File: src/sv/aprs_pkg.sv
// Shared types and constants of the aged priority request scheduler.
// No dependencies; the interfaces and the top level import this package.
package aprs_pkg;

  localparam int SLOTS_DEF   = 16;
  localparam int AGE_CAP_DEF = 20000;
  localparam int SCORE_W     = 34;
  localparam int CFG_IDX_W   = 2;
  localparam int CFG_DATA_W  = 5;

  typedef enum logic [2:0] {
    ACT_REGISTER   = 3'd0,
    ACT_UNREGISTER = 3'd1,
    ACT_SUBMIT     = 3'd2,
    ACT_DISPATCH   = 3'd3,
    ACT_COMPLETE   = 3'd4,
    ACT_TAKE       = 3'd5,
    ACT_FLUSH      = 3'd6
  } action_t;

  typedef enum logic [1:0] {
    ST_DONE     = 2'd0,
    ST_REJECTED = 2'd1,
    ST_NONE     = 2'd2
  } status_t;

  typedef enum logic [CFG_IDX_W-1:0] {
    REG_GEN_ENABLED = 2'd0,
    REG_MAX_AGENTS  = 2'd1
  } cfg_reg_t;

  typedef struct packed {
    logic [31:0]        latest;
    logic [31:0]        qtime;
    logic signed [23:0] prio;
    logic [15:0]        tag;
  } slot_word_t;

  typedef struct packed {
    logic [15:0] tag;
    logic [31:0] seq;
    logic        succ;
  } result_word_t;

endpackage

File: src/sv/aprs_if.sv
// Channel interfaces of the scheduler: request, response and configuration.
// Depends on aprs_pkg.
interface aprs_req_if import aprs_pkg::*; ();
  logic               valid;
  logic               ready;
  action_t            action;
  logic [3:0]         slot;
  logic [31:0]        now_time;
  logic [31:0]        sequence_req;
  logic signed [23:0] priority_req;
  logic [15:0]        tag;
  logic [7:0]         generation;
  logic               success;
  modport source(output valid, action, slot, now_time, sequence_req, priority_req, tag,
                 generation, success, input ready);
  modport sink(input valid, action, slot, now_time, sequence_req, priority_req, tag,
               generation, success, output ready);
endinterface

interface aprs_rsp_if import aprs_pkg::*; ();
  logic        valid;
  logic        ready;
  status_t     status;
  logic [3:0]  out_slot;
  logic [31:0] out_sequence;
  logic [15:0] out_tag;
  logic        out_success;
  logic [7:0]  out_generation;
  logic        slot_busy;
  logic [4:0]  agent_count;
  logic [4:0]  pending_count;
  logic [4:0]  executing_count;
  logic [31:0] call_count;
  logic [31:0] failure_count;
  modport source(output valid, status, out_slot, out_sequence, out_tag, out_success,
                 out_generation, slot_busy, agent_count, pending_count, executing_count,
                 call_count, failure_count, input ready);
  modport sink(input valid, status, out_slot, out_sequence, out_tag, out_success,
               out_generation, slot_busy, agent_count, pending_count, executing_count,
               call_count, failure_count, output ready);
endinterface

interface aprs_cfg_if import aprs_pkg::*; ();
  logic                  valid;
  logic                  ready;
  logic [CFG_IDX_W-1:0]  index;
  logic [CFG_DATA_W-1:0] data;
  modport source(output valid, index, data, input ready);
  modport sink(input valid, index, data, output ready);
endinterface

File: src/sv/aged_priority_request_scheduler.sv
// Top level of the aged priority request scheduler: slot table, dispatch scan.
// Depends on aprs_pkg, aprs_if and aprs_ram.
//
//  channel  direction  handshake      payload
//  req      in         valid/ready    action, slot, now_time, sequence_req, priority_req,
//                                     tag, generation, success
//  rsp      out        valid/ready    status, out_slot, out_sequence through failure_count
//  cfg      in         valid/ready    index, data (always ready)
//
// One item at a time. Register, unregister, submit, complete, take and flush pass
// through accept with the slot RAM read, read-modify-write and response load.
// Dispatch scans the slot RAM one entry per cycle, then reads back and updates the
// picked entry when one is found, else goes straight to the response load.
// Synchronous reset clears all flags, counts and the generation; no RAM clearing.
// A held response lets one more item in; that item waits for the response load and
// the input stalls until the held response leaves.
module aged_priority_request_scheduler import aprs_pkg::*; #(
  parameter int SLOTS   = SLOTS_DEF,
  parameter int AGE_CAP = AGE_CAP_DEF
) (
  input logic          clk,
  input logic          rst,
  aprs_req_if.sink     req,
  aprs_rsp_if.source   rsp,
  aprs_cfg_if.sink     cfg
);
  localparam int SW = $clog2(SLOTS);
  localparam int CW = $clog2(SLOTS + 1);

  typedef enum logic [5:0] {
    S_IDLE   = 6'b000001,
    S_EXEC   = 6'b000010,
    S_SCAN   = 6'b000100,
    S_PICKRD = 6'b001000,
    S_PICK   = 6'b010000,
    S_FIN    = 6'b100000
  } state_t;

  state_t state;

  logic             gen_enabled;
  logic [4:0]       max_agents;

  logic [SLOTS-1:0] registered, pending, executing, res_valid;
  logic [CW-1:0]    agent_cnt, pend_cnt, exec_cnt;
  logic [7:0]       cur_gen;
  logic [31:0]      call_cnt, fail_cnt;

  action_t            q_action;
  logic [3:0]         q_slot;
  logic [31:0]        q_now, q_seq;
  logic signed [23:0] q_prio;
  logic [15:0]        q_tag;
  logic [7:0]         q_gen;
  logic               q_succ;

  status_t     r_status;
  logic [3:0]  r_slot;
  logic [SW-1:0] r_bidx;
  logic        r_bvalid;
  logic [31:0] r_seq;
  logic [15:0] r_tag;
  logic        r_succ;
  logic [7:0]  r_gen;

  logic [SW:0]   cnt;
  logic          v1, v2, pend2, found;
  logic [SW-1:0] i1, i2, pick;
  logic [31:0]   age2;
  logic signed [23:0] prio2;
  logic signed [SCORE_W-1:0] best, score;

  slot_word_t   slot_wdata, slot_rdata;
  result_word_t res_wdata, res_rdata;
  logic         slot_we, res_we;
  logic [SW-1:0] slot_waddr, raddr, q_idx, in_idx, free_idx;
  logic         free_found, slot_in, slot_reg, reg_ok, sub_ok, cmp_ok;
  logic [31:0]  age_raw, age_cap;

  assign q_idx   = SW'(q_slot);
  assign in_idx  = SW'(req.slot);
  assign slot_in = 32'(q_slot) < SLOTS;
  assign slot_reg = slot_in && registered[q_idx];

  always_comb begin
    free_found = 1'b0;
    free_idx   = '0;
    for (int s = SLOTS - 1; s >= 0; s--) begin
      if (!registered[s]) begin
        free_found = 1'b1;
        free_idx   = SW'(s);
      end
    end
  end

  assign reg_ok = (32'(agent_cnt) < 32'(max_agents)) && free_found;
  assign sub_ok = slot_reg && gen_enabled && (q_seq != '0) && (q_seq > slot_rdata.latest);
  assign cmp_ok = slot_reg && executing[q_idx] && (q_gen == cur_gen)
                  && (q_seq == slot_rdata.latest);

  always_comb begin
    case (state)
      S_IDLE:   raddr = in_idx;
      S_SCAN:   raddr = cnt[SW-1:0];
      S_PICKRD: raddr = pick;
      default:  raddr = q_idx;
    endcase
  end

  assign slot_we    = (state == S_EXEC) && (((q_action == ACT_REGISTER) && reg_ok)
                      || ((q_action == ACT_SUBMIT) && sub_ok));
  assign slot_waddr = (q_action == ACT_REGISTER) ? free_idx : q_idx;
  always_comb begin
    slot_wdata        = '0;
    if (q_action == ACT_SUBMIT) begin
      slot_wdata.latest = q_seq;
      slot_wdata.qtime  = pending[q_idx] ? slot_rdata.qtime : q_now;
      slot_wdata.prio   = q_prio;
      slot_wdata.tag    = q_tag;
    end
  end

  assign res_we    = (state == S_EXEC) && (q_action == ACT_COMPLETE) && cmp_ok;
  assign res_wdata = '{tag: q_tag, seq: q_seq, succ: q_succ};

  aprs_ram #(.WIDTH($bits(slot_word_t)), .DEPTH(SLOTS)) u_slot_ram (
    .clk(clk), .we(slot_we), .waddr(slot_waddr), .wdata(slot_wdata),
    .raddr(raddr), .rdata(slot_rdata)
  );

  aprs_ram #(.WIDTH($bits(result_word_t)), .DEPTH(SLOTS)) u_res_ram (
    .clk(clk), .we(res_we), .waddr(q_idx), .wdata(res_wdata),
    .raddr(raddr), .rdata(res_rdata)
  );

  assign age_raw = q_now - slot_rdata.qtime;
  assign age_cap = (age_raw > 32'(AGE_CAP)) ? 32'(AGE_CAP) : age_raw;
  assign score   = SCORE_W'(prio2) + SCORE_W'(age2);

  assign req.ready = (state == S_IDLE);
  assign cfg.ready = 1'b1;

  always_ff @(posedge clk) begin
    if (rst) begin
      gen_enabled <= 1'b0;
      max_agents  <= 5'd16;
    end else if (cfg.valid) begin
      case (cfg.index)
        REG_GEN_ENABLED: gen_enabled <= cfg.data[0];
        REG_MAX_AGENTS:  max_agents  <= cfg.data;
        default: ;
      endcase
    end
  end

  always_ff @(posedge clk) begin
    if (rst) begin
      state      <= S_IDLE;
      registered <= '0;
      pending    <= '0;
      executing  <= '0;
      res_valid  <= '0;
      agent_cnt  <= '0;
      pend_cnt   <= '0;
      exec_cnt   <= '0;
      cur_gen    <= '0;
      call_cnt   <= '0;
      fail_cnt   <= '0;
      rsp.valid  <= 1'b0;
      v1         <= 1'b0;
      v2         <= 1'b0;
      found      <= 1'b0;
      cnt        <= '0;
    end else begin
      if (rsp.valid && rsp.ready && (state != S_FIN)) begin
        rsp.valid <= 1'b0;
      end
      case (state)
        S_IDLE: begin
          if (req.valid) begin
            q_action <= req.action;
            q_slot   <= req.slot;
            q_now    <= req.now_time;
            q_seq    <= req.sequence_req;
            q_prio   <= req.priority_req;
            q_tag    <= req.tag;
            q_gen    <= req.generation;
            q_succ   <= req.success;
            r_status <= ST_REJECTED;
            r_slot   <= req.slot;
            r_bidx   <= in_idx;
            r_bvalid <= 32'(req.slot) < SLOTS;
            r_seq    <= '0;
            r_tag    <= '0;
            r_succ   <= 1'b0;
            r_gen    <= '0;
            cnt      <= '0;
            v1       <= 1'b0;
            v2       <= 1'b0;
            found    <= 1'b0;
            state    <= (req.action == ACT_DISPATCH) ? S_SCAN : S_EXEC;
          end
        end
        S_EXEC: begin
          state <= S_FIN;
          case (q_action)
            ACT_REGISTER: begin
              r_slot   <= '0;
              r_bidx   <= '0;
              r_bvalid <= 1'b1;
              if (reg_ok) begin
                registered[free_idx] <= 1'b1;
                agent_cnt <= agent_cnt + 1'b1;
                r_slot    <= 4'(free_idx);
                r_bidx    <= free_idx;
                r_status  <= ST_DONE;
              end
            end
            ACT_UNREGISTER: begin
              if (slot_reg) begin
                registered[q_idx] <= 1'b0;
                pending[q_idx]    <= 1'b0;
                executing[q_idx]  <= 1'b0;
                res_valid[q_idx]  <= 1'b0;
                agent_cnt <= agent_cnt - 1'b1;
                pend_cnt  <= pend_cnt - CW'(pending[q_idx]);
                exec_cnt  <= exec_cnt - CW'(executing[q_idx]);
                r_status  <= ST_DONE;
              end
            end
            ACT_SUBMIT: begin
              if (sub_ok) begin
                pending[q_idx] <= 1'b1;
                pend_cnt <= pend_cnt + CW'(!pending[q_idx]);
                r_status <= ST_DONE;
              end
            end
            ACT_COMPLETE: begin
              if (gen_enabled) begin
                call_cnt <= call_cnt + 1'b1;
                if (!q_succ) begin
                  fail_cnt <= fail_cnt + 1'b1;
                end
              end
              if (slot_reg) begin
                executing[q_idx] <= 1'b0;
                exec_cnt <= exec_cnt - CW'(executing[q_idx]);
                if (cmp_ok) begin
                  res_valid[q_idx] <= 1'b1;
                  r_status <= ST_DONE;
                end
              end
            end
            ACT_TAKE: begin
              if (slot_reg) begin
                if (res_valid[q_idx]) begin
                  res_valid[q_idx] <= 1'b0;
                  r_seq    <= res_rdata.seq;
                  r_tag    <= res_rdata.tag;
                  r_succ   <= res_rdata.succ;
                  r_status <= ST_DONE;
                end else begin
                  r_status <= ST_NONE;
                end
              end
            end
            ACT_FLUSH: begin
              cur_gen   <= cur_gen + 1'b1;
              pending   <= '0;
              res_valid <= '0;
              pend_cnt  <= '0;
              r_status  <= ST_DONE;
            end
            default: ;
          endcase
        end
        S_SCAN: begin
          v1 <= 32'(cnt) < SLOTS;
          i1 <= cnt[SW-1:0];
          if (32'(cnt) < SLOTS) begin
            cnt <= cnt + 1'b1;
          end
          v2    <= v1;
          i2    <= i1;
          pend2 <= v1 && pending[i1];
          age2  <= age_cap;
          prio2 <= slot_rdata.prio;
          if (v2 && pend2 && (!found || (score > best))) begin
            found <= 1'b1;
            best  <= score;
            pick  <= i2;
          end
          if (!(32'(cnt) < SLOTS) && !v1 && !v2) begin
            r_slot   <= '0;
            r_bidx   <= '0;
            r_bvalid <= 1'b1;
            r_status <= ST_NONE;
            state    <= found ? S_PICKRD : S_FIN;
          end
        end
        S_PICKRD: begin
          state <= S_PICK;
        end
        S_PICK: begin
          pending[pick]   <= 1'b0;
          executing[pick] <= 1'b1;
          pend_cnt <= pend_cnt - 1'b1;
          exec_cnt <= exec_cnt + CW'(!executing[pick]);
          r_slot   <= 4'(pick);
          r_bidx   <= pick;
          r_seq    <= slot_rdata.latest;
          r_tag    <= slot_rdata.tag;
          r_gen    <= cur_gen;
          r_status <= ST_DONE;
          state    <= S_FIN;
        end
        S_FIN: begin
          if (!rsp.valid || rsp.ready) begin
            rsp.valid           <= 1'b1;
            rsp.status          <= r_status;
            rsp.out_slot        <= r_slot;
            rsp.out_sequence    <= r_seq;
            rsp.out_tag         <= r_tag;
            rsp.out_success     <= r_succ;
            rsp.out_generation  <= r_gen;
            rsp.slot_busy       <= r_bvalid && (pending[r_bidx] || executing[r_bidx]);
            rsp.agent_count     <= 5'(agent_cnt);
            rsp.pending_count   <= 5'(pend_cnt);
            rsp.executing_count <= 5'(exec_cnt);
            rsp.call_count      <= call_cnt;
            rsp.failure_count   <= fail_cnt;
            state <= S_IDLE;
          end
        end
        default: state <= S_IDLE;
      endcase
    end
  end
endmodule

File: src/sv/aprs_ram.sv
// Generic single-write, single-read RAM with a registered read port.
// No dependencies.
module aprs_ram #(
  parameter int WIDTH = 8,
  parameter int DEPTH = 16
) (
  input  logic                     clk,
  input  logic                     we,
  input  logic [$clog2(DEPTH)-1:0] waddr,
  input  logic [WIDTH-1:0]         wdata,
  input  logic [$clog2(DEPTH)-1:0] raddr,
  output logic [WIDTH-1:0]         rdata
);
  logic [WIDTH-1:0] mem [DEPTH];

  always_ff @(posedge clk) begin
    if (we) begin
      mem[waddr] <= wdata;
    end
    rdata <= mem[raddr];
  end
endmodule
File: src/flat_wrapper.sv
// flat-port wrapper written by rule: the top's interface ports become plain ports
module aged_priority_request_scheduler_flat import aprs_pkg::*;
#(
  parameter int SLOTS   = SLOTS_DEF,
  parameter int AGE_CAP = AGE_CAP_DEF
)
  (clk, rst, req_valid, req_action, req_slot, req_now_time, req_sequence_req, req_priority_req, req_tag, req_generation, req_success, req_ready, rsp_valid, rsp_status, rsp_out_slot, rsp_out_sequence, rsp_out_tag, rsp_out_success, rsp_out_generation, rsp_slot_busy, rsp_agent_count, rsp_pending_count, rsp_executing_count, rsp_call_count, rsp_failure_count, rsp_ready, cfg_valid, cfg_index, cfg_data, cfg_ready);
  aprs_req_if req_i ();
  aprs_rsp_if rsp_i ();
  aprs_cfg_if cfg_i ();
  input logic clk;
  input logic rst;
  input wire logic [$bits(req_i.valid)-1:0] req_valid;
  input wire logic [$bits(req_i.action)-1:0] req_action;
  input wire logic [$bits(req_i.slot)-1:0] req_slot;
  input wire logic [$bits(req_i.now_time)-1:0] req_now_time;
  input wire logic [$bits(req_i.sequence_req)-1:0] req_sequence_req;
  input wire logic [$bits(req_i.priority_req)-1:0] req_priority_req;
  input wire logic [$bits(req_i.tag)-1:0] req_tag;
  input wire logic [$bits(req_i.generation)-1:0] req_generation;
  input wire logic [$bits(req_i.success)-1:0] req_success;
  output wire logic [$bits(req_i.ready)-1:0] req_ready;
  output wire logic [$bits(rsp_i.valid)-1:0] rsp_valid;
  output wire logic [$bits(rsp_i.status)-1:0] rsp_status;
  output wire logic [$bits(rsp_i.out_slot)-1:0] rsp_out_slot;
  output wire logic [$bits(rsp_i.out_sequence)-1:0] rsp_out_sequence;
  output wire logic [$bits(rsp_i.out_tag)-1:0] rsp_out_tag;
  output wire logic [$bits(rsp_i.out_success)-1:0] rsp_out_success;
  output wire logic [$bits(rsp_i.out_generation)-1:0] rsp_out_generation;
  output wire logic [$bits(rsp_i.slot_busy)-1:0] rsp_slot_busy;
  output wire logic [$bits(rsp_i.agent_count)-1:0] rsp_agent_count;
  output wire logic [$bits(rsp_i.pending_count)-1:0] rsp_pending_count;
  output wire logic [$bits(rsp_i.executing_count)-1:0] rsp_executing_count;
  output wire logic [$bits(rsp_i.call_count)-1:0] rsp_call_count;
  output wire logic [$bits(rsp_i.failure_count)-1:0] rsp_failure_count;
  input wire logic [$bits(rsp_i.ready)-1:0] rsp_ready;
  input wire logic [$bits(cfg_i.valid)-1:0] cfg_valid;
  input wire logic [$bits(cfg_i.index)-1:0] cfg_index;
  input wire logic [$bits(cfg_i.data)-1:0] cfg_data;
  output wire logic [$bits(cfg_i.ready)-1:0] cfg_ready;
  assign req_i.valid = req_valid;
  assign req_i.action = req_action;
  assign req_i.slot = req_slot;
  assign req_i.now_time = req_now_time;
  assign req_i.sequence_req = req_sequence_req;
  assign req_i.priority_req = req_priority_req;
  assign req_i.tag = req_tag;
  assign req_i.generation = req_generation;
  assign req_i.success = req_success;
  assign req_ready = req_i.ready;
  assign rsp_valid = rsp_i.valid;
  assign rsp_status = rsp_i.status;
  assign rsp_out_slot = rsp_i.out_slot;
  assign rsp_out_sequence = rsp_i.out_sequence;
  assign rsp_out_tag = rsp_i.out_tag;
  assign rsp_out_success = rsp_i.out_success;
  assign rsp_out_generation = rsp_i.out_generation;
  assign rsp_slot_busy = rsp_i.slot_busy;
  assign rsp_agent_count = rsp_i.agent_count;
  assign rsp_pending_count = rsp_i.pending_count;
  assign rsp_executing_count = rsp_i.executing_count;
  assign rsp_call_count = rsp_i.call_count;
  assign rsp_failure_count = rsp_i.failure_count;
  assign rsp_i.ready = rsp_ready;
  assign cfg_i.valid = cfg_valid;
  assign cfg_i.index = cfg_index;
  assign cfg_i.data = cfg_data;
  assign cfg_ready = cfg_i.ready;
  aged_priority_request_scheduler #(.SLOTS(SLOTS), .AGE_CAP(AGE_CAP)) u_core (.clk(clk), .rst(rst), .req(req_i), .rsp(rsp_i), .cfg(cfg_i));
endmodule
File: config.mk
export PLATFORM = sky130hd
export DESIGN_NAME = aged_priority_request_scheduler_flat
export DESIGN_NICKNAME = d
export VERILOG_FILES = /design/src/sv/aprs_pkg.sv /design/src/sv/aprs_if.sv /design/src/sv/aged_priority_request_scheduler.sv /design/src/sv/aprs_ram.sv /design/src/flat_wrapper.sv
export SDC_FILE = /design/constraint.sdc
export NUM_CORES = 2
export LEC_CHECK = 0
export ABC_AREA = 1
export BUFFER_PORTS_ARGS = -buffer_cell sky130_fd_sc_hd__clkbuf_2
export CAP_MARGIN = 0
export CORE_ASPECT_RATIO = 2
export CORE_MARGIN = 1
export CORE_UTILIZATION = 55
export CTS_CLUSTER_DIAMETER = 120
export CTS_CLUSTER_SIZE = 8
export DETAILED_ROUTE_END_ITERATION = 16
export PLACE_DENSITY = 0.81
export SKIP_LAST_GASP = 1
export SYNTH_ARGS = -nofsm -noshare
export SYNTH_HDL_FRONTEND = slang
export SYNTH_SLANG_ARGS = --single-unit
File: constraint.sdc
create_clock -name clk -period 11.5 [get_ports clk]
set_input_delay 1.725 -clock clk [delete_from_list [all_inputs] [get_ports clk]]
set_output_delay 1.725 -clock clk [all_outputs]
set_load 0.005 [all_outputs]
==> flow_summary.toml <==
[status]
status = "complete, but fails checks"
failed_checks = "capacitance limit, slew limit"

[yosys]
synth_compound_area_frac = 0.124
synth-edff-count = 2877
synth_flop_cell = "edfxtp_1"
synth_top_area_frac = 0.661
synthDistinctLibCells = 66
syn-cell-area_sq_mm = 0.131
syn_inst = 10200
netlist_top_cells_count = "edfxtp_1, o211ai_1, nor2_1"
yosys.area_share.adder = 0.0152
synthMuxAreaShare = 0
synthTopCellsByArea = "edfxtp_1, o211ai_1, dfxtp_1"
yosys_warnings = 0
seq_area_frac_synth = 0.710
synth_top_family_by_area = "compound AO/OA/AOI/OAI gates"
synth-simple-area-share = 0.109
synth_xor_area_frac = 0.00482
avgSynthCellArea_sq_um = 12.8
synth_seq_cells = 3202
synth_area_leader_cell = "edfxtp_1"
async_flop_share = 0
yosysMostFrequentCell = "edfxtp_1"

[sta]
min_period_ns = 6.23
fmax_ghz = 0.160
finalHoldViolCount = 0
layout_setup_ws_ns = 5.27
finalSetupViolCount = 0
fin_crit_sh = 0.542
skew_ns = 0.0652
worstMarginPinSlew_ns = 1.55
max-slew-margin-rel = -0.0330
drv_slew = 154
setup-tns-final_ns = 0
rsz0062_at_grt = "false"

[worst_setup_path]
r2r-start = "u_core.q_seq[29]"
path_cells = "ha_1 > nand2_1 > nor4_1 > buf_4 > nand3_1 > inv_1 > nand2_1 > o21ai_0 > inv_1 > nand3_1 > nand3_1 > nand2_1 > nand3_1 > nor2_4 > buf_4 > buf_4"
crit_type = "reg -> reg"
crit_slowest_cell = "buf_4"
worstSetupEndpointType = "flop"
worst_ep_required_time_ns = 12.03
cp.arrival_ns = 6.76
r2r_cells = 16
cp-endpoint = "u_core.u_slot_ram.mem[2][62]"
crit_top_cell = "nand3_1"
reg2reg_setup_slack_ns = 5.27
worstPathMaxFanout = 53
r2r-end = "u_core.u_slot_ram.mem[2][62]"
startpoint = "u_core.q_seq[29]"
max_stage_delay_ns = 0.91
startpoint_type = "flop"

[placement]
gp_congestion = 0.975
portBuffers = 276
dp_hpwl_mm = 211
pre_cts_ws_ns = 5.48
dp.cells = 13100

[flow_run]
maxCapViolCount = 1

[cts]
clk_pin_slew_ns = 0.06
cts_tree = "yes"
ctsHoldBuffers = 0
post_cts_buffers = 0
cts_inserted_buffers = 442
clk_latency_ns = 0.93
cts.htree.levels = 5
cts.sinks = 3202
clockRootBuffer = "clkbuf_16"
clockBufferDepth = 4
ctsResizeCount = 0

[layout]
utilization = 0.626
drive_above_1_share = 0.108
area_growth_pct = 13.0
multiInputGateArea_sq_mm = 0.0336
fillers = 16400
nets = 10800
fin_cells = 13900
seq_area_sq_mm = 0.0929

[global_route]
grt_pass1_wl_mm = 552
grt_pass1_vias = 90100
grt_usage = 0.306
antenna_found_initial = 8
grt_max_degree = 291
grt_overflow = 0

[route]
vias = 89100
drc = 0
drt_iter0_markers = 10800
antenna_left = 0
wl_per_cell_um = 27.2
vias_per_cell = 6.43
drt_pass1_iterations = 9
totalWireLength_mm = 376

[power_and_ir_drop]
p_sw_frac = 0.294
power_density_mw_per_mm2 = 210
seq_power_share = 0.430
intPower_mw = 21.9
p_leak_nw = 50.1
clock_power_share = 0.386
peakVddDrop_mv = 0.186
pwr-share-comb = 0.183
switchingPower_mw = 9.10

[worst_hold_path]
worstHoldPathType = "reg -> reg"

[floorplan]
die_x_um = 347
die_h_um = 692
rows = 252
core_sq_mm = 0.236
ioPinCount = 278
start_util = 0.555
die_area_sq_mm = 0.240
==> layout make-up <==
type	instances	share of cell area
antenna	8	0.000135
tap	3048	0.0258
sequential	3202	0.629
clock buffer	756	0.0833
clock inverter	19	0.00241
multi-input combinational	5845	0.228
timing repair buffer	405	0.0172
inverter	576	0.0148
==> worst max-delay path, delay by kind of cell, from the launching register on <==
family / cells / cell delay, ns
AOI/OAI and AO/OA: 1 / 0.08
buffers and inverters: 5 / 2.07
DFF: 1 / 0.65
adders and majority gates: 1 / 0.44
and+or+nand+nor: 9 / 2.41
==> power groups by stage <==
stage | clock network, mW | logic, mW | registers (mW)
final | 12.0 | 5.68 | 13.3
after global routing | 12.5 | 6.11 | 13.3
after CTS | 12.0 | 5.58 | 13.3
after detailed placement | 0 | 5.48 | 13.5
after global placement | 0 | 5.30 | 13.5
after floorplan | 0 | 3.81 | 13.4
==> cells by family (layout without fill, tap and decap cells) <==
family,after synthesis,in the layout
buf+inv,1163,1756
simple gates,3050,3050
compound gates,2549,2549
xor+xnor,72,72
flops,3202,3202
other cells,2,26
fa+ha+maj,156,156
==> sequential cells by signal (all words and copies together), names as in the netlist, 24 cells and up <==
name                      flops
u_core.age2                  32
u_core.best                  34
u_core.call_cnt              32
u_core.fail_cnt              32
u_core.prio2                 24
u_core.q_now                 32
u_core.q_prio                24
u_core.q_seq                 32
u_core.r_seq                 32
u_core.rsp.call_count        32
u_core.rsp.failure_count     32
u_core.rsp.out_sequence      32
u_core.u_res_ram.mem        784
u_core.u_res_ram.rdata       49
u_core.u_slot_ram.mem      1664
u_core.u_slot_ram.rdata     104
==> stage by stage <==
step	hold WS, ns	area (sq um)	total power [mW]
floorplan	0.386	131000	17.2
global placement	0.388	135000	18.8
detailed placement	0.389	135000	19.0
CTS	0.395	148000	30.9
global route	0.405	148000	31.9
finish	0.396	148000	31.0
==> routing by layer <==
metal | track usage | vias to the layer above | part of all wire
li1 | - | 38300 | -
met1 | 0.343 | 43500 | 0.33
met2 | 0.536 | 5952 | 0.51
met3 | 0.0485 | 1374 | 0.090
met4 | 0.205 | 2 | 0.070
met5 | 0 | - | 0.000050
==> how the worst min path moves through the flow <==
stage | startpoint | end | slack [ns] | cells after the start
final | u_core.r_tag[3] | u_core.rsp.out_tag[3] | 0.40 | 0
after global routing | u_core.u_slot_ram.rdata[19] | u_core.prio2[3] | 0.40 | 0
after CTS | u_core.u_slot_ram.rdata[19] | u_core.prio2[3] | 0.40 | 0
after detailed placement | u_core.u_slot_ram.rdata[29] | u_core.prio2[13] | 0.39 | 0
after global placement | u_core.u_slot_ram.rdata[29] | u_core.prio2[13] | 0.39 | 0
after floorplan | u_core.u_slot_ram.rdata[16] | u_core.prio2[0] | 0.39 | 0
==> cell usage in the layout, fill, tap and decap left out, types with 18 or more instances in the layout <==
master and instances:
nor2_1 921, or2_1 23, nand4_1 65, nor3_1 66, edfxtp_1 2877, ha_1 151
clkbuf_2 275, a21oi_1 307, nor4_1 29, nor2_4 45, nand2_1 753, o211ai_1 1238
xor2_1 49, or2_2 186, xnor2_1 23, conb_1 18, clkbuf_16 445, inv_1 556
dfxtp_1 325, buf_4 114, or2_0 429, o21ai_0 738, clkbuf_1 311, a211oi_1 19
o22ai_1 39, o21ai_1 103, nand3_1 476
No activity file was read; power rests on OpenSTA's default activity.
